===== src/lwfgs_pkg.sv =====
package lwfgs_pkg;

   // Input item and result widths
   localparam int COORD_W     = 9;
   localparam int COLOR_W     = 16;
   localparam int WORD_W      = 16;
   localparam int NPIX_W      = 17;
   localparam int REQ_TDATA_W = 88;

   localparam int DEFAULT_MAX_GLYPH_WIDTH  = 16;
   localparam int DEFAULT_MAX_GLYPH_HEIGHT = 32;

   localparam logic [COORD_W-1:0] PANEL_MAX           = 9'd320;
   localparam logic [COORD_W-1:0] RESET_PANEL_WIDTH   = 9'd135;
   localparam logic [COORD_W-1:0] RESET_PANEL_HEIGHT  = 9'd240;

   // Panel commands
   localparam logic [7:0] CMD_CASET = 8'h2A;
   localparam logic [7:0] CMD_RASET = 8'h2B;
   localparam logic [7:0] CMD_RAMWR = 8'h2C;

   // Header byte positions
   localparam logic [3:0] HDR_CASET_IDX = 4'd0;
   localparam logic [3:0] HDR_RASET_IDX = 4'd5;
   localparam logic [3:0] HDR_RAMWR_IDX = 4'd10;

   typedef enum logic [1:0] {
      OP_FILL_START   = 2'd0,
      OP_FILL_ADVANCE = 2'd1,
      OP_GLYPH_START  = 2'd2,
      OP_GLYPH_ROW    = 2'd3
   } op_type;

   typedef enum logic [1:0] {
      MODE_IDLE  = 2'd0,
      MODE_FILL  = 2'd1,
      MODE_GLYPH = 2'd2
   } mode_type;

   typedef enum logic [1:0] {
      CSR_ROTATION     = 2'd0,
      CSR_PANEL_WIDTH  = 2'd1,
      CSR_PANEL_HEIGHT = 2'd2
   } csr_index_type;

   typedef enum logic [2:0] {
      ST_IDLE,
      ST_CLIP,
      ST_SETUP,
      ST_HEADER,
      ST_PIXELS
   } ctrl_state_type;

   typedef struct packed {
      logic load;
      logic clip;
      logic setup;
      logic emit_header;
      logic emit_pixel;
   } dp_cmd_type;

   typedef struct packed {
      logic go_header;
      logic go_pixels;
      logic slot_free;
      logic header_done;
      logic pixels_done;
   } dp_status_type;

   function automatic logic [WORD_W-1:0] x_offset(input logic [1:0] rot);
      logic [WORD_W-1:0] off;
      unique case (rot)
         2'd0:    off = 16'd52;
         2'd1:    off = 16'd40;
         2'd2:    off = 16'd53;
         default: off = 16'd40;
      endcase
      return off;
   endfunction

   function automatic logic [WORD_W-1:0] y_offset(input logic [1:0] rot);
      logic [WORD_W-1:0] off;
      unique case (rot)
         2'd0:    off = 16'd40;
         2'd1:    off = 16'd53;
         2'd2:    off = 16'd40;
         default: off = 16'd52;
      endcase
      return off;
   endfunction

endpackage


===== src/lwfgs_ctrl.sv =====
module lwfgs_ctrl (
   input  logic                      clock,
   input  logic                      reset,
   input  logic                      req_tvalid,
   output logic                      req_tready,
   input  lwfgs_pkg::dp_status_type  status,
   output lwfgs_pkg::dp_cmd_type     cmd
);
   import lwfgs_pkg::*;

   ctrl_state_type state_ff, state_in;

   always_ff @(posedge clock) begin
      if (reset) begin
         state_ff <= ST_IDLE;
      end else begin
         state_ff <= state_in;
      end
   end

   always_comb begin
      state_in   = state_ff;
      cmd        = '0;
      req_tready = 1'b0;
      unique case (state_ff)
         ST_IDLE: begin
            req_tready = 1'b1;
            if (req_tvalid) begin
               cmd.load = 1'b1;
               state_in = ST_CLIP;
            end
         end
         ST_CLIP: begin
            cmd.clip = 1'b1;
            state_in = ST_SETUP;
         end
         ST_SETUP: begin
            cmd.setup = 1'b1;
            if (status.go_header) begin
               state_in = ST_HEADER;
            end else if (status.go_pixels) begin
               state_in = ST_PIXELS;
            end else begin
               state_in = ST_IDLE;
            end
         end
         ST_HEADER: begin
            if (status.slot_free) begin
               cmd.emit_header = 1'b1;
               if (status.header_done) state_in = ST_IDLE;
            end
         end
         ST_PIXELS: begin
            if (status.slot_free) begin
               cmd.emit_pixel = 1'b1;
               if (status.pixels_done) state_in = ST_IDLE;
            end
         end
         default: state_in = ST_IDLE;
      endcase
   end

endmodule


===== src/lwfgs_datapath.sv =====
module lwfgs_datapath #(
   parameter int MAX_GLYPH_WIDTH  = lwfgs_pkg::DEFAULT_MAX_GLYPH_WIDTH,
   parameter int MAX_GLYPH_HEIGHT = lwfgs_pkg::DEFAULT_MAX_GLYPH_HEIGHT
) (
   input  logic                                clock,
   input  logic                                reset,
   input  logic                                csr_valid,
   input  logic [1:0]                          csr_index,
   input  logic [lwfgs_pkg::COORD_W-1:0]       csr_data,
   input  logic [1:0]                          req_tuser,
   input  logic [lwfgs_pkg::REQ_TDATA_W-1:0]   req_tdata,
   input  logic                                rsp_tready,
   output logic                                rsp_tvalid,
   output logic [7:0]                          rsp_tdata,
   output logic [1:0]                          rsp_tuser,
   output logic                                rsp_tlast,
   input  lwfgs_pkg::dp_cmd_type               cmd,
   output lwfgs_pkg::dp_status_type            status
);
   import lwfgs_pkg::*;

   localparam int COL_W = $clog2(MAX_GLYPH_WIDTH + 1);
   localparam int ROW_W = $clog2(MAX_GLYPH_HEIGHT + 1);
   localparam logic [COORD_W-1:0] MAX_W = COORD_W'(MAX_GLYPH_WIDTH);
   localparam logic [COORD_W-1:0] MAX_H = COORD_W'(MAX_GLYPH_HEIGHT);

   // Configuration
   logic [1:0]         rotation_ff, rotation_in;
   logic [COORD_W-1:0] panel_width_ff, panel_width_in;
   logic [COORD_W-1:0] panel_height_ff, panel_height_in;

   // Captured item
   op_type             op_ff, op_in;
   logic [COORD_W-1:0] x_ff, x_in, y_ff, y_in, w_ff, w_in, h_ff, h_in;
   logic [COLOR_W-1:0] color_ff, color_in, bg_ff, bg_in, bits_ff, bits_in;

   // Clipped window
   logic [COORD_W-1:0] w_eff_ff, w_eff_in, h_eff_ff, h_eff_in;
   logic               on_panel_ff, on_panel_in;

   // Drawing state
   mode_type           mode_ff, mode_in;
   logic [NPIX_W-1:0]  pixels_left_ff, pixels_left_in;
   logic [COLOR_W-1:0] fill_colour_ff, fill_colour_in;
   logic [COLOR_W-1:0] glyph_fg_ff, glyph_fg_in, glyph_bg_ff, glyph_bg_in;
   logic [COL_W-1:0]   glyph_cols_ff, glyph_cols_in;
   logic [ROW_W-1:0]   rows_left_ff, rows_left_in;

   // Header sequencer
   logic [WORD_W-1:0]  x0_ff, x0_in, x1_ff, x1_in, y0_ff, y0_in, y1_ff, y1_in;
   logic               hdr_rel_ff, hdr_rel_in;
   logic [3:0]         hdr_idx_ff, hdr_idx_in;

   // Pixel sequencer
   logic [COLOR_W-1:0] pix_fg_ff, pix_fg_in, pix_bg_ff, pix_bg_in;
   logic [COLOR_W-1:0] row_sh_ff, row_sh_in;
   logic [COL_W-1:0]   pix_left_ff, pix_left_in;
   logic               half_ff, half_in;
   logic               pix_rel_ff, pix_rel_in;

   // Output register
   logic               rsp_valid_ff, rsp_valid_in;
   logic [7:0]         rsp_byte_ff, rsp_byte_in;
   logic               rsp_data_ff, rsp_data_in;
   logic               rsp_rel_ff, rsp_rel_in;
   logic               rsp_last_ff, rsp_last_in;

   // Combinational helpers
   logic [COORD_W:0]   x_end, y_end;
   logic [COORD_W-1:0] w_clip, h_clip, w_sat, h_sat;
   logic [2*COORD_W-1:0] product;
   logic               empty, fill_ok, glyph_ok, final_byte;
   logic [WORD_W-1:0]  xo, yo;
   logic [COLOR_W-1:0] pix_colour;

   assign rsp_tvalid = rsp_valid_ff;
   assign rsp_tdata  = rsp_byte_ff;
   assign rsp_tuser  = {rsp_rel_ff, rsp_data_ff};
   assign rsp_tlast  = rsp_last_ff;

   always_comb begin
      // configuration writes
      rotation_in     = rotation_ff;
      panel_width_in  = panel_width_ff;
      panel_height_in = panel_height_ff;
      if (csr_valid) begin
         unique case (csr_index)
            CSR_ROTATION:     rotation_in = csr_data[1:0];
            CSR_PANEL_WIDTH:
               panel_width_in = (csr_data > PANEL_MAX) ? PANEL_MAX : csr_data;
            CSR_PANEL_HEIGHT:
               panel_height_in = (csr_data > PANEL_MAX) ? PANEL_MAX : csr_data;
            default: ;
         endcase
      end

      // item capture
      op_in    = op_ff;
      x_in     = x_ff;
      y_in     = y_ff;
      w_in     = w_ff;
      h_in     = h_ff;
      color_in = color_ff;
      bg_in    = bg_ff;
      bits_in  = bits_ff;
      if (cmd.load) begin
         op_in    = op_type'(req_tuser);
         x_in     = req_tdata[8:0];
         y_in     = req_tdata[17:9];
         w_in     = req_tdata[26:18];
         h_in     = req_tdata[35:27];
         color_in = req_tdata[51:36];
         bg_in    = req_tdata[67:52];
         bits_in  = req_tdata[83:68];
      end

      // clipping: x + w > width is the same as a last column past the edge
      x_end  = {1'b0, x_ff} + {1'b0, w_ff};
      y_end  = {1'b0, y_ff} + {1'b0, h_ff};
      w_clip = (x_end > {1'b0, panel_width_ff}) ? panel_width_ff - x_ff : w_ff;
      h_clip = (y_end > {1'b0, panel_height_ff}) ? panel_height_ff - y_ff : h_ff;
      w_sat  = (w_ff > MAX_W) ? MAX_W : w_ff;
      h_sat  = (h_ff > MAX_H) ? MAX_H : h_ff;
      w_eff_in    = w_eff_ff;
      h_eff_in    = h_eff_ff;
      on_panel_in = on_panel_ff;
      if (cmd.clip) begin
         on_panel_in = (x_ff < panel_width_ff) && (y_ff < panel_height_ff);
         w_eff_in    = (op_ff == OP_GLYPH_START) ? w_sat : w_clip;
         h_eff_in    = (op_ff == OP_GLYPH_START) ? h_sat : h_clip;
      end

      // setup
      product  = {{COORD_W{1'b0}}, w_eff_ff} * {{COORD_W{1'b0}}, h_eff_ff};
      empty    = (w_eff_ff == '0) || (h_eff_ff == '0);
      fill_ok  = (mode_ff == MODE_FILL) && (pixels_left_ff != '0);
      glyph_ok = (mode_ff == MODE_GLYPH) && (rows_left_ff != '0) && (glyph_cols_ff != '0);
      xo = x_offset(rotation_ff);
      yo = y_offset(rotation_ff);

      mode_in        = mode_ff;
      pixels_left_in = pixels_left_ff;
      fill_colour_in = fill_colour_ff;
      glyph_fg_in    = glyph_fg_ff;
      glyph_bg_in    = glyph_bg_ff;
      glyph_cols_in  = glyph_cols_ff;
      rows_left_in   = rows_left_ff;
      x0_in      = x0_ff;
      x1_in      = x1_ff;
      y0_in      = y0_ff;
      y1_in      = y1_ff;
      hdr_rel_in = hdr_rel_ff;
      hdr_idx_in = hdr_idx_ff;
      pix_fg_in   = pix_fg_ff;
      pix_bg_in   = pix_bg_ff;
      row_sh_in   = row_sh_ff;
      pix_left_in = pix_left_ff;
      half_in     = half_ff;
      pix_rel_in  = pix_rel_ff;

      if (cmd.setup) begin
         x0_in = {7'd0, x_ff} + xo;
         x1_in = {7'd0, x_ff} + {7'd0, w_eff_ff} - 16'd1 + xo;
         y0_in = {7'd0, y_ff} + yo;
         y1_in = {7'd0, y_ff} + {7'd0, h_eff_ff} - 16'd1 + yo;
         hdr_rel_in = empty;
         hdr_idx_in = HDR_CASET_IDX;
         half_in    = 1'b0;
         case (op_ff)
            OP_FILL_START: begin
               if (on_panel_ff) begin
                  fill_colour_in = color_ff;
                  pixels_left_in = product[NPIX_W-1:0];
                  mode_in        = empty ? MODE_IDLE : MODE_FILL;
               end
            end
            OP_FILL_ADVANCE: begin
               if (fill_ok) begin
                  pixels_left_in = pixels_left_ff - NPIX_W'(1);
                  if (pixels_left_ff == NPIX_W'(1)) mode_in = MODE_IDLE;
                  pix_fg_in   = fill_colour_ff;
                  pix_bg_in   = fill_colour_ff;
                  row_sh_in   = '1;
                  pix_left_in = COL_W'(1);
                  pix_rel_in  = (pixels_left_ff == NPIX_W'(1));
               end
            end
            OP_GLYPH_START: begin
               glyph_fg_in   = color_ff;
               glyph_bg_in   = bg_ff;
               glyph_cols_in = w_eff_ff[COL_W-1:0];
               rows_left_in  = h_eff_ff[ROW_W-1:0];
               mode_in       = empty ? MODE_IDLE : MODE_GLYPH;
            end
            default: begin
               if (glyph_ok) begin
                  rows_left_in = rows_left_ff - ROW_W'(1);
                  if (rows_left_ff == ROW_W'(1)) mode_in = MODE_IDLE;
                  pix_fg_in   = glyph_fg_ff;
                  pix_bg_in   = glyph_bg_ff;
                  row_sh_in   = bits_ff;
                  pix_left_in = glyph_cols_ff;
                  pix_rel_in  = (rows_left_ff == ROW_W'(1));
               end
            end
         endcase
      end

      status.go_header   = ((op_ff == OP_FILL_START) && on_panel_ff) ||
                           (op_ff == OP_GLYPH_START);
      status.go_pixels   = ((op_ff == OP_FILL_ADVANCE) && fill_ok) ||
                           ((op_ff == OP_GLYPH_ROW) && glyph_ok);
      status.slot_free   = !rsp_valid_ff || rsp_tready;
      status.header_done = (hdr_idx_ff == HDR_RAMWR_IDX);
      status.pixels_done = half_ff && (pix_left_ff == COL_W'(1));

      // output register
      pix_colour = row_sh_ff[COLOR_W-1] ? pix_fg_ff : pix_bg_ff;
      final_byte = half_ff && (pix_left_ff == COL_W'(1));
      rsp_valid_in = rsp_valid_ff;
      rsp_byte_in  = rsp_byte_ff;
      rsp_data_in  = rsp_data_ff;
      rsp_rel_in   = rsp_rel_ff;
      rsp_last_in  = rsp_last_ff;
      if (rsp_tready) rsp_valid_in = 1'b0;

      if (cmd.emit_header) begin
         rsp_valid_in = 1'b1;
         rsp_data_in  = 1'b1;
         rsp_rel_in   = 1'b0;
         rsp_last_in  = 1'b0;
         hdr_idx_in   = hdr_idx_ff + 4'd1;
         unique case (hdr_idx_ff)
            HDR_CASET_IDX: begin
               rsp_byte_in = CMD_CASET;
               rsp_data_in = 1'b0;
            end
            4'd1: rsp_byte_in = x0_ff[15:8];
            4'd2: rsp_byte_in = x0_ff[7:0];
            4'd3: rsp_byte_in = x1_ff[15:8];
            4'd4: rsp_byte_in = x1_ff[7:0];
            HDR_RASET_IDX: begin
               rsp_byte_in = CMD_RASET;
               rsp_data_in = 1'b0;
            end
            4'd6: rsp_byte_in = y0_ff[15:8];
            4'd7: rsp_byte_in = y0_ff[7:0];
            4'd8: rsp_byte_in = y1_ff[15:8];
            4'd9: rsp_byte_in = y1_ff[7:0];
            HDR_RAMWR_IDX: begin
               rsp_byte_in = CMD_RAMWR;
               rsp_data_in = 1'b0;
               rsp_rel_in  = hdr_rel_ff;
               rsp_last_in = 1'b1;
            end
            default: rsp_byte_in = 8'd0;
         endcase
      end

      if (cmd.emit_pixel) begin
         rsp_valid_in = 1'b1;
         rsp_byte_in  = half_ff ? pix_colour[7:0] : pix_colour[15:8];
         rsp_data_in  = 1'b1;
         rsp_rel_in   = final_byte && pix_rel_ff;
         rsp_last_in  = final_byte;
         half_in      = !half_ff;
         if (half_ff) begin
            row_sh_in   = {row_sh_ff[COLOR_W-2:0], 1'b0};
            pix_left_in = pix_left_ff - COL_W'(1);
         end
      end
   end

   always_ff @(posedge clock) begin
      if (reset) begin
         rotation_ff     <= 2'd0;
         panel_width_ff  <= RESET_PANEL_WIDTH;
         panel_height_ff <= RESET_PANEL_HEIGHT;
         mode_ff         <= MODE_IDLE;
         pixels_left_ff  <= '0;
         fill_colour_ff  <= '0;
         glyph_fg_ff     <= '0;
         glyph_bg_ff     <= '0;
         glyph_cols_ff   <= '0;
         rows_left_ff    <= '0;
         rsp_valid_ff    <= 1'b0;
      end else begin
         rotation_ff     <= rotation_in;
         panel_width_ff  <= panel_width_in;
         panel_height_ff <= panel_height_in;
         mode_ff         <= mode_in;
         pixels_left_ff  <= pixels_left_in;
         fill_colour_ff  <= fill_colour_in;
         glyph_fg_ff     <= glyph_fg_in;
         glyph_bg_ff     <= glyph_bg_in;
         glyph_cols_ff   <= glyph_cols_in;
         rows_left_ff    <= rows_left_in;
         rsp_valid_ff    <= rsp_valid_in;
      end
   end

   always_ff @(posedge clock) begin
      op_ff       <= op_in;
      x_ff        <= x_in;
      y_ff        <= y_in;
      w_ff        <= w_in;
      h_ff        <= h_in;
      color_ff    <= color_in;
      bg_ff       <= bg_in;
      bits_ff     <= bits_in;
      w_eff_ff    <= w_eff_in;
      h_eff_ff    <= h_eff_in;
      on_panel_ff <= on_panel_in;
      x0_ff       <= x0_in;
      x1_ff       <= x1_in;
      y0_ff       <= y0_in;
      y1_ff       <= y1_in;
      hdr_rel_ff  <= hdr_rel_in;
      hdr_idx_ff  <= hdr_idx_in;
      pix_fg_ff   <= pix_fg_in;
      pix_bg_ff   <= pix_bg_in;
      row_sh_ff   <= row_sh_in;
      pix_left_ff <= pix_left_in;
      half_ff     <= half_in;
      pix_rel_ff  <= pix_rel_in;
      rsp_byte_ff <= rsp_byte_in;
      rsp_data_ff <= rsp_data_in;
      rsp_rel_ff  <= rsp_rel_in;
      rsp_last_ff <= rsp_last_in;
   end

endmodule


===== src/lcd_window_fill_glyph_streamer.sv =====
// Drawing requests in, panel link bytes out.
// req channel: one transfer per drawing request; tuser carries the opcode
// (fill start, fill advance, glyph start, glyph row), tdata the window,
// colors and glyph row bits.
// rsp channel: one byte per transfer; tuser flags data vs. command and the
// chip-select release point, tlast marks the final byte caused by a request.
// csr channel: register writes (rotation, panel width, panel height), always
// ready; width and height above 320 saturate to 320. Write only when idle.
// Timing: a request is taken, clipped and then set up (one 9x9 multiply);
// the item, the clipped window and the header words are registered in turn
// before the first byte reaches the output register. Bytes then leave at
// one per cycle while rsp_tready is high. A window header is 11 bytes, a
// fill pixel 2, a glyph row 2*cols (32 at 16 columns); some requests
// produce no bytes at all.
// req_tready is high only between requests. A stalled rsp_tready holds the
// byte in the output register and freezes the sequencer; the last byte of a
// request may still wait there while the next request is taken.
// Reset clears the drawing state to idle and restores the register defaults
// (rotation 0, 135 x 240).
module lcd_window_fill_glyph_streamer #(
   parameter int MAX_GLYPH_WIDTH  = lwfgs_pkg::DEFAULT_MAX_GLYPH_WIDTH,
   parameter int MAX_GLYPH_HEIGHT = lwfgs_pkg::DEFAULT_MAX_GLYPH_HEIGHT
) (
   input  logic                               clock,
   input  logic                               reset,
   input  logic                               req_tvalid,
   output logic                               req_tready,
   // x, y, width, height, color, bg_color, row_bits, zero pad
   input  logic [lwfgs_pkg::REQ_TDATA_W-1:0]  req_tdata,
   // op
   input  logic [1:0]                         req_tuser,
   output logic                               rsp_tvalid,
   input  logic                               rsp_tready,
   // link_byte
   output logic [7:0]                         rsp_tdata,
   // is_data, cs_release
   output logic [1:0]                         rsp_tuser,
   output logic                               rsp_tlast,
   input  logic                               csr_valid,
   output logic                               csr_ready,
   input  logic [1:0]                         csr_index,
   input  logic [lwfgs_pkg::COORD_W-1:0]      csr_data
);
   import lwfgs_pkg::*;

   dp_cmd_type    dp_cmd;
   dp_status_type dp_status;

   assign csr_ready = 1'b1;

   lwfgs_ctrl u_ctrl (
      .clock      (clock),
      .reset      (reset),
      .req_tvalid (req_tvalid),
      .req_tready (req_tready),
      .status     (dp_status),
      .cmd        (dp_cmd)
   );

   lwfgs_datapath #(
      .MAX_GLYPH_WIDTH  (MAX_GLYPH_WIDTH),
      .MAX_GLYPH_HEIGHT (MAX_GLYPH_HEIGHT)
   ) u_datapath (
      .clock      (clock),
      .reset      (reset),
      .csr_valid  (csr_valid),
      .csr_index  (csr_index),
      .csr_data   (csr_data),
      .req_tuser  (req_tuser),
      .req_tdata  (req_tdata),
      .rsp_tready (rsp_tready),
      .rsp_tvalid (rsp_tvalid),
      .rsp_tdata  (rsp_tdata),
      .rsp_tuser  (rsp_tuser),
      .rsp_tlast  (rsp_tlast),
      .cmd        (dp_cmd),
      .status     (dp_status)
   );

`ifndef SYNTH
   a_one_cmd: assert property (@(posedge clock) disable iff (reset)
      $onehot0({dp_cmd.load, dp_cmd.clip, dp_cmd.setup, dp_cmd.emit_header,
                dp_cmd.emit_pixel}))
      else $error("more than one datapath command at once");

   a_emit_free: assert property (@(posedge clock) disable iff (reset)
      (dp_cmd.emit_header || dp_cmd.emit_pixel) |-> dp_status.slot_free)
      else $error("byte emitted over an untaken output");

   a_emit_shows: assert property (@(posedge clock) disable iff (reset)
      (dp_cmd.emit_header || dp_cmd.emit_pixel) |=> rsp_tvalid)
      else $error("emitted byte not presented");

   a_one_at_a_time: assert property (@(posedge clock) disable iff (reset)
      (req_tvalid && req_tready) |=> !req_tready)
      else $error("request taken while previous one is in work");
`endif

endmodule

===== config.mk =====
export PLATFORM = sky130hd
export DESIGN_NAME = lcd_window_fill_glyph_streamer
export DESIGN_NICKNAME = d
export VERILOG_FILES = /design/src/lwfgs_pkg.sv /design/src/lwfgs_ctrl.sv /design/src/lwfgs_datapath.sv /design/src/lcd_window_fill_glyph_streamer.sv
export SDC_FILE = /design/constraint.sdc
export NUM_CORES = 1
export LEC_CHECK = 0
export ABC_AREA = 1
export ABC_CLOCK_PERIOD_IN_PS = 5600
export BUFFER_PORTS_ARGS = -buffer_cell sky130_fd_sc_hd__buf_2
export CAP_MARGIN = 20
export CORE_AREA = 4 4 186 188
export CTS_CLUSTER_SIZE = 16
export DETAILED_ROUTE_END_ITERATION = 16
export DIE_AREA = 0 0 190 192
export PLACE_DENSITY = 0.8
export REMOVE_ABC_BUFFERS = 1
export SYNTH_ARGS = -nofsm -noshare
export SYNTH_HDL_FRONTEND = slang
export SYNTH_SLANG_ARGS = --single-unit

===== constraint.sdc =====
create_clock -name clock -period 5.6 [get_ports clock]
set_input_delay 1.12 -clock clock [delete_from_list [all_inputs] [get_ports clock]]
set_output_delay 1.12 -clock clock [all_outputs]
set_load 0.005 [all_outputs]

==> results of run 1 <==
==> sequential cells by signal, indices dropped and copies added (netlist names), 11 cells and up <==
signal	cells
u_datapath.glyph_fg_ff	16
u_datapath.color_ff	16
u_datapath.glyph_bg_ff	16
u_datapath.pix_fg_ff	16
u_datapath.bg_ff	16
u_datapath.row_sh_ff	16
u_datapath.y1_ff	11
u_datapath.bits_ff	16
u_datapath.fill_colour_ff	16
u_datapath.pixels_left_ff	17
u_datapath.x1_ff	11
u_datapath.pix_bg_ff	16
==> critical path, delay by kind of cell, from the launching register on <==
family / cells / cell delay [ns]
fa+ha+maj: 5 / 2.39
simple gates: 6 / 0.71
flops: 1 / 0.69
compound gates: 3 / 0.49
buf+inv: 4 / 0.21
==> stage by stage <==
| step | cells | setup WS, ns | total power (uW) | hold slack (ns) |
|---|---|---|---|---|
| final | 2974 | 0.987 | 12000 | 0.478 |
| after global routing | 2974 | 0.726 | 13200 | 0.501 |
| after CTS | 2972 | 1.01 | 12000 | 0.478 |
| after detailed placement | 2904 | 1.01 | 9590 | 0.464 |
| after global placement | 2904 | 1.08 | 9360 | 0.456 |
| after floorplan | 2325 | 0.355 | 8100 | 0.443 |
==> cell type report <==
| class | instances | area [sq um] | share of cell area |
|---|---|---|---|
| clock inverters | 24 | 234 | 0.0105 |
| repair buffers | 133 | 726 | 0.0326 |
| flip-flops and latches | 320 | 8370 | 0.376 |
| clock buffers | 44 | 982 | 0.0442 |
| inverters | 388 | 1460 | 0.0655 |
| multi-input cells | 1617 | 9910 | 0.446 |
| well taps | 448 | 561 | 0.0252 |
==> worst min-delay path by stage <==
stage / end / depth (start not counted)
finish: u_datapath.glyph_bg_ff[1]$_SDFFE_PP0P_ / 2
global route: u_datapath.glyph_bg_ff[4]$_SDFFE_PP0P_ / 2
CTS: u_datapath.glyph_bg_ff[1]$_SDFFE_PP0P_ / 2
detailed placement: u_datapath.glyph_bg_ff[1]$_SDFFE_PP0P_ / 2
global placement: u_datapath.glyph_bg_ff[9]$_SDFFE_PP0P_ / 2
floorplan: u_datapath.glyph_cols_ff[4]$_SDFFE_PP0P_ / 2
==> power breakdown <==
part	internal, uW	total [uW]	switching, uW
clock network	1410	2410	998
registers	3000	3340	342
logic	2390	6280	3890
==> layer usage <==
layer,wire (microns),up-vias
met5,0,-
met4,1880,0
met3,3520,142
met2,23000,633
met1,19500,7714
li1,-,8076
==> synthesized netlist by cell type, drive strengths merged <==
| master | count |
|---|---|
| a22o | 1 |
| clkinv | 2 |
| o211ai | 7 |
| a31oi | 14 |
| a211oi | 5 |
| ha | 151 |
| xnor2 | 24 |
| a221o | 1 |
| o21a | 1 |
| o22ai | 12 |
| nor3b | 1 |
| fa | 57 |
| buf | 32 |
| a21oi | 149 |
| nor4 | 9 |
| o21bai | 5 |
| a21boi | 3 |
| edfxtp | 196 |
| inv | 386 |
| nand3b | 1 |
| clkbuf | 52 |
| and3 | 1 |
| a21o | 8 |
| nand2 | 470 |
| nor2 | 241 |
| conb | 1 |
| dfxtp | 124 |
| xor2 | 59 |
| o221ai | 1 |
| a221oi | 2 |
| or2 | 1 |
| nand3 | 126 |
| o21ai | 214 |
| o31ai | 2 |
| nand4 | 27 |
| o2111ai | 2 |
| a32o | 1 |
| nor3 | 20 |
==> cell families (layout without fill, tap and decap cells) <==
kind of cell | Yosys count | count (layout) | synth area share
other | 1 | 1 | 0.000187
and+or+nand+nor | 897 | 897 | 0.189
buffers and inverters | 472 | 589 | 0.0917
adders and majority gates | 208 | 208 | 0.151
xor gates and xnor gates | 83 | 83 | 0.0362
DFF | 320 | 320 | 0.416
AOI/OAI and AO/OA | 428 | 428 | 0.116
==> cells in the final DEF (no fill, tap or decap), types with 3 or more instances in the layout <==
| master | synthesis | routed |
|---|---|---|
| nor3_1 | 19 | 18 |
| a21o_1 | 8 | 8 |
| o21bai_1 | 5 | 5 |
| nand4_1 | 27 | 27 |
| xnor2_1 | 24 | 24 |
| nor2_1 | 228 | 227 |
| a21oi_1 | 149 | 149 |
| nor2_4 | 6 | 7 |
| a31oi_1 | 14 | 14 |
| nor4_1 | 9 | 9 |
| inv_2 | 9 | 11 |
| nand3_2 | 5 | 5 |
| clkbuf_16 | 0 | 37 |
| bufinv_16 | 0 | 3 |
| ha_1 | 151 | 151 |
| xor2_1 | 59 | 59 |
| edfxtp_1 | 196 | 196 |
| inv_6 | 0 | 4 |
| dfxtp_1 | 124 | 124 |
| fa_1 | 57 | 57 |
| o21ai_1 | 45 | 45 |
| nor2_2 | 7 | 7 |
| nand3_1 | 119 | 119 |
| o211ai_1 | 7 | 7 |
| a21boi_0 | 3 | 3 |
| nand2_1 | 467 | 467 |
| clkinv_1 | 2 | 4 |
| clkbuf_8 | 0 | 3 |
| clkinv_2 | 0 | 10 |
| o22ai_1 | 12 | 12 |
| buf_4 | 8 | 17 |
| buf_2 | 15 | 114 |
| clkbuf_1 | 52 | 4 |
| inv_1 | 377 | 376 |
| o21ai_0 | 169 | 169 |
==> flow_summary.ini, run 1 <==
[run_status]
status = complete, no violations

[die]
die-height_microns = 192
initial_utilization = 0.607
pin_count = 120
fp.dieW_microns = 190
core-area_sq_um = 33100
die-area_sq_um = 36500
std_cell_rows = 67

[timing]
setup_viol_count_final = 0
fin_skew_ns = 0.0226
timing.fmax_mhz = 217
final.min_clock_period_ns = 4.61
finalHoldViolCount = 0
rsz0062_at_grt = false
fin_crit_sh = 0.824
tightest_slew_ns = 1.01
final_max_slew_viol_count = 0
slew_headroom = 0.325
fin_setup_tns_ns = 0

[final_layout]
fin_util = 0.671
drive_gt1_frac = 0.0942
fin_nets = 2811
nFillCells = 2575
fin_area_sq_um = 22200
antenna_cells = 0
area_growth_pct = 10.7

[critical_path]
max_stage_delay_ns = 0.69
critPathSlowestCell = edfxtp_1
critPathMaxFanout = 13
start_kind = flop
endpoint_kind = flop
cp.arrival_ns = 5.04
required_ns = 6.02
r2r_end = u_datapath.pixels_left_ff[10]$_SDFFE_PP0P_
cp-startpoint = u_datapath.h_eff_ff[1]$_DFFE_PP_
r2r_setup_slack_ns = 0.99
crit_chain = nand2_1 > fa_1 > inv_1 > fa_1 > inv_1 > fa_1 > fa_1 > inv_1 > ha_1 > a21oi_1 > o21ai_0 > a21oi_1 > inv_1 > or2_2 > nand3_1 > nand2_1 > nor2_1 > nor2_1
rr_worst_depth = 18
cp-endpoint = u_datapath.pixels_left_ff[10]$_SDFFE_PP0P_
r2r-start = u_datapath.h_eff_ff[1]$_DFFE_PP_
path_class = flop to flop

[drt]
vias_per_cell = 5.57
vias = 16565
drtIter0Drc = 1201
drt_first_pass_iters = 5
wl_per_cell_microns = 16.1
ant_nets = 0
drc_errors = 0
routed_wirelength_microns = 47900

[synth]
ys_seq_area_frac = 0.416
syn_area_per_cell_sq_um = 8.34
synth_area_sq_um = 20100
ys_types = 51
synth_top_area_share = 0.293
syn_inst = 2409
ys_ff_latch = 320
yosys.area.top_type = edfxtp_1
synthTopCellsByArea = edfxtp_1, dfxtp_1, ha_1
ys_warn_count = 0

[cts]
cts_buffers = 37
cts-root-buf = clkbuf_16
post-cts-setup-buffers = 0
cts_tree = done
clock_latency_ns = 0.54
hold_buffers = 0
cts_resized = 0
htreeDepth = 2
cts_buffer_depth = 3
clkSinkCount = 320
path_clk_slew_ns = 0.06

[grt]
grt_usage = 0.259
use_met1 = 0.327
grt_max_degree = 89
antenna_found_initial = 0
grt.met2_usage = 0.443
met3_usage = 0.0427
busiest_layer = met2
grt_pass1_wl_microns = 77600
grt_pass1_vias = 16278
gr-total-overflow = 0

[run]
drv_cap = 0

[placed_design]
gp_congestion = 0.935
placed_area_sq_um = 21000
dp_hpwl_microns = 34300
port_buffers = 114

[pwr]
powerDensity_nw_per_um2 = 541
power.leakage_uw = 0.0107
ir_worst_vdd_mv = 0.588

[min_path]
holdCritStartpoint = u_datapath.bg_ff[1]$_DFFE_PP_
hold_class = flop to flop
Note: power is estimated with default switching activity, not from simulation.
==> run 2, diff against run 1 <==
Settings changed: ABC_CLOCK_PERIOD_IN_PS 5600 to 4800.
Clock period 5.6 ns to 4.8 ns, I/O delays scaled along.
==> run 2 against run 1 <==
Compared with the run above:
- critical path depth did not move
- combinational power increased by 16%
- register-to-register slack worse by 0.65 ns
- first-iteration DRC count is 0.33% lower
- sequential share of layout area increased by 0.051 points
- hold slack lost 0.020 ns
- critical path type unchanged
- clock power is 8.3% higher
- utilization decreased by 0.091 points
- final cell count is 0.27% higher
- via count is 0.92% higher
==> flow_summary.ini, run 2 (synthesis gave the netlist of run 1 again) <==
[timing]
finalHoldViolCount = 0
slew_headroom = 0.279
worst_hold_slack_ns = 0.458
rsz0062_at_grt = false
fin_crit_sh = 0.931
tightest_slew_ns = 1.08
timing.fmax_mhz = 224
fin_skew_ns = 0.0211
final_max_slew_viol_count = 0
setup_viol_count_final = 0
final.min_clock_period_ns = 4.47

[placed_design]
port_buffers = 114
placed_area_sq_um = 21100
dp_hpwl_microns = 35200
dpl.cell_count = 2913
gp_congestion = 0.943

[pwr]
internal_power_uw = 7850
power.leakage_uw = 0.0107
seqPwrFrac = 0.280
clockPowerShare = 0.189
p_comb_frac = 0.531
switching_share = 0.431
ir_worst_vdd_mv = 0.629
power_switching_uw = 5940
powerDensity_nw_per_um2 = 621

[cts]
clkSinkCount = 320
cts_buffers = 35
path_clk_slew_ns = 0.06
hold_buffers = 0
cts_resized = 0
cts_buffer_depth = 3
clock_latency_ns = 0.53
cts-root-buf = clkbuf_16
htreeDepth = 2
post-cts-setup-buffers = 0
cts_tree = done

[critical_path]
cp.arrival_ns = 4.89
path_class = flop to flop
required_ns = 5.22
critPathSlowestCell = edfxtp_1
crit_chain = nand2_1 > inv_1 > fa_1 > fa_1 > fa_1 > inv_1 > fa_1 > inv_1 > ha_1 > a21oi_1 > o21ai_0 > a21oi_1 > inv_1 > or2_2 > nand3_1 > nand2_1 > nor2_1 > nor2_1
max_stage_delay_ns = 0.58
endpoint_kind = flop
start_kind = flop
critPathMaxFanout = 11

[drt]
drt_first_pass_iters = 5
wl_per_cell_microns = 16.3
drc_errors = 0
drtIter0Drc = 1197
vias_per_cell = 5.61
vias = 16717
routed_wirelength_microns = 48600
ant_nets = 0

[final_layout]
drive_gt1_frac = 0.0935
antenna_cells = 0
fin_nets = 2821
registers.top_by_ff_count = u_datapath.pixels_left_ff
area_growth_pct = 10.5
nFillCells = 2571
fin_area_sq_um = 22200
final_common_cell = nand2_1
largest_reg_flops = 17
post_layout_nonfiller_instances = 2982
mostFrequentLayoutCells = nand2_1, inv_1, nor2_1
fin_util = 0.671

[die]
fp.dieW_microns = 190
die-height_microns = 192
core-area_sq_um = 33100
std_cell_rows = 67
initial_utilization = 0.607
pin_count = 120
die-area_sq_um = 36500

[grt]
grt_max_degree = 54
grt_usage = 0.264
gr-total-overflow = 0
grt_pass1_wl_microns = 78800
antenna_found_initial = 0
grt_pass1_vias = 16459

[run]
drv_cap = 0

[min_path]
hold_class = flop to flop

[run_status]
status = complete, no violations
==> run 2: cell types whose count changed in the layout (fill, tap and decap cells not counted), moves of 2 or more <==
cell / change
buf_4: +12
clkbuf_1: +10
clkinv_2: -5
clkbuf_16: -2
clkbuf_8: -2
clkinv_8: -2
==> run 2: through the flow <==
stage,power [uW],TNS (ns),worst slack (ns)
after floorplan,9450,-26.05,-0.285
after global placement,10900,0,0.330
after detailed placement,11100,0,0.327
after CTS,13800,0,0.318
after global routing,15200,0,0.0506
final,13800,0,0.333
==> run 2: cell type report <==
cell class,count,area [sq um],share of cell area
Multi-Input combinational cell,1617,9910,0.446
Sequential cell,320,8370,0.377
Inverter,388,1460,0.0656
Clock buffer,50,942,0.0424
Timing Repair Buffer,145,813,0.0366
Tap cell,448,561,0.0252
Clock inverter,14,156,0.00704
==> run 2: per-layer routing <==
layer	GRT usage	vias to the layer above	wire length (microns)
met4	0.120	0	1950
li1	-	8080	-
met2	0.452	672	23500
met3	0.0360	149	3420
met1	0.336	7816	19700
met5	0	-	0
==> run 2: path summary, 6_finish.rpt <==
check | startpoint | endpoint | slack [ns] | cells after the start
worst max-delay path | u_datapath.h_eff_ff[7]$_DFFE_PP_ | u_datapath.pixels_left_ff[10]$_SDFFE_PP0P_ | 0.33 | 18
worst min-delay path | u_datapath.bg_ff[9]$_DFFE_PP_ | u_datapath.glyph_bg_ff[9]$_SDFFE_PP0P_ | 0.46 | 2
worst max register to register | u_datapath.h_eff_ff[7]$_DFFE_PP_ | u_datapath.pixels_left_ff[10]$_SDFFE_PP0P_ | 0.33 | 18
worst min register to register | u_datapath.bg_ff[9]$_DFFE_PP_ | u_datapath.glyph_bg_ff[9]$_SDFFE_PP0P_ | 0.46 | 2
==> run 2: power by group through the flow <==
stage | registers (uW) | clock network (uW) | logic, uW
finish | 3860 | 2610 | 7310
floorplan | 3810 | 0 | 5640
global route | 3890 | 2780 | 8520
CTS | 3850 | 2640 | 7320
detailed placement | 3900 | 0 | 7240
global placement | 3890 | 0 | 6990
==> run 2: critical path: cells and delay by family (launching register included) <==
| kind | cells | cell delay [ns] |
|---|---|---|
| buffers and inverters | 4 | 0.22 |
| and+or+nand+nor | 6 | 0.66 |
| AOI/OAI and AO/OA | 3 | 0.46 |
| DFF | 1 | 0.58 |
| adders and majority gates | 5 | 2.45 |
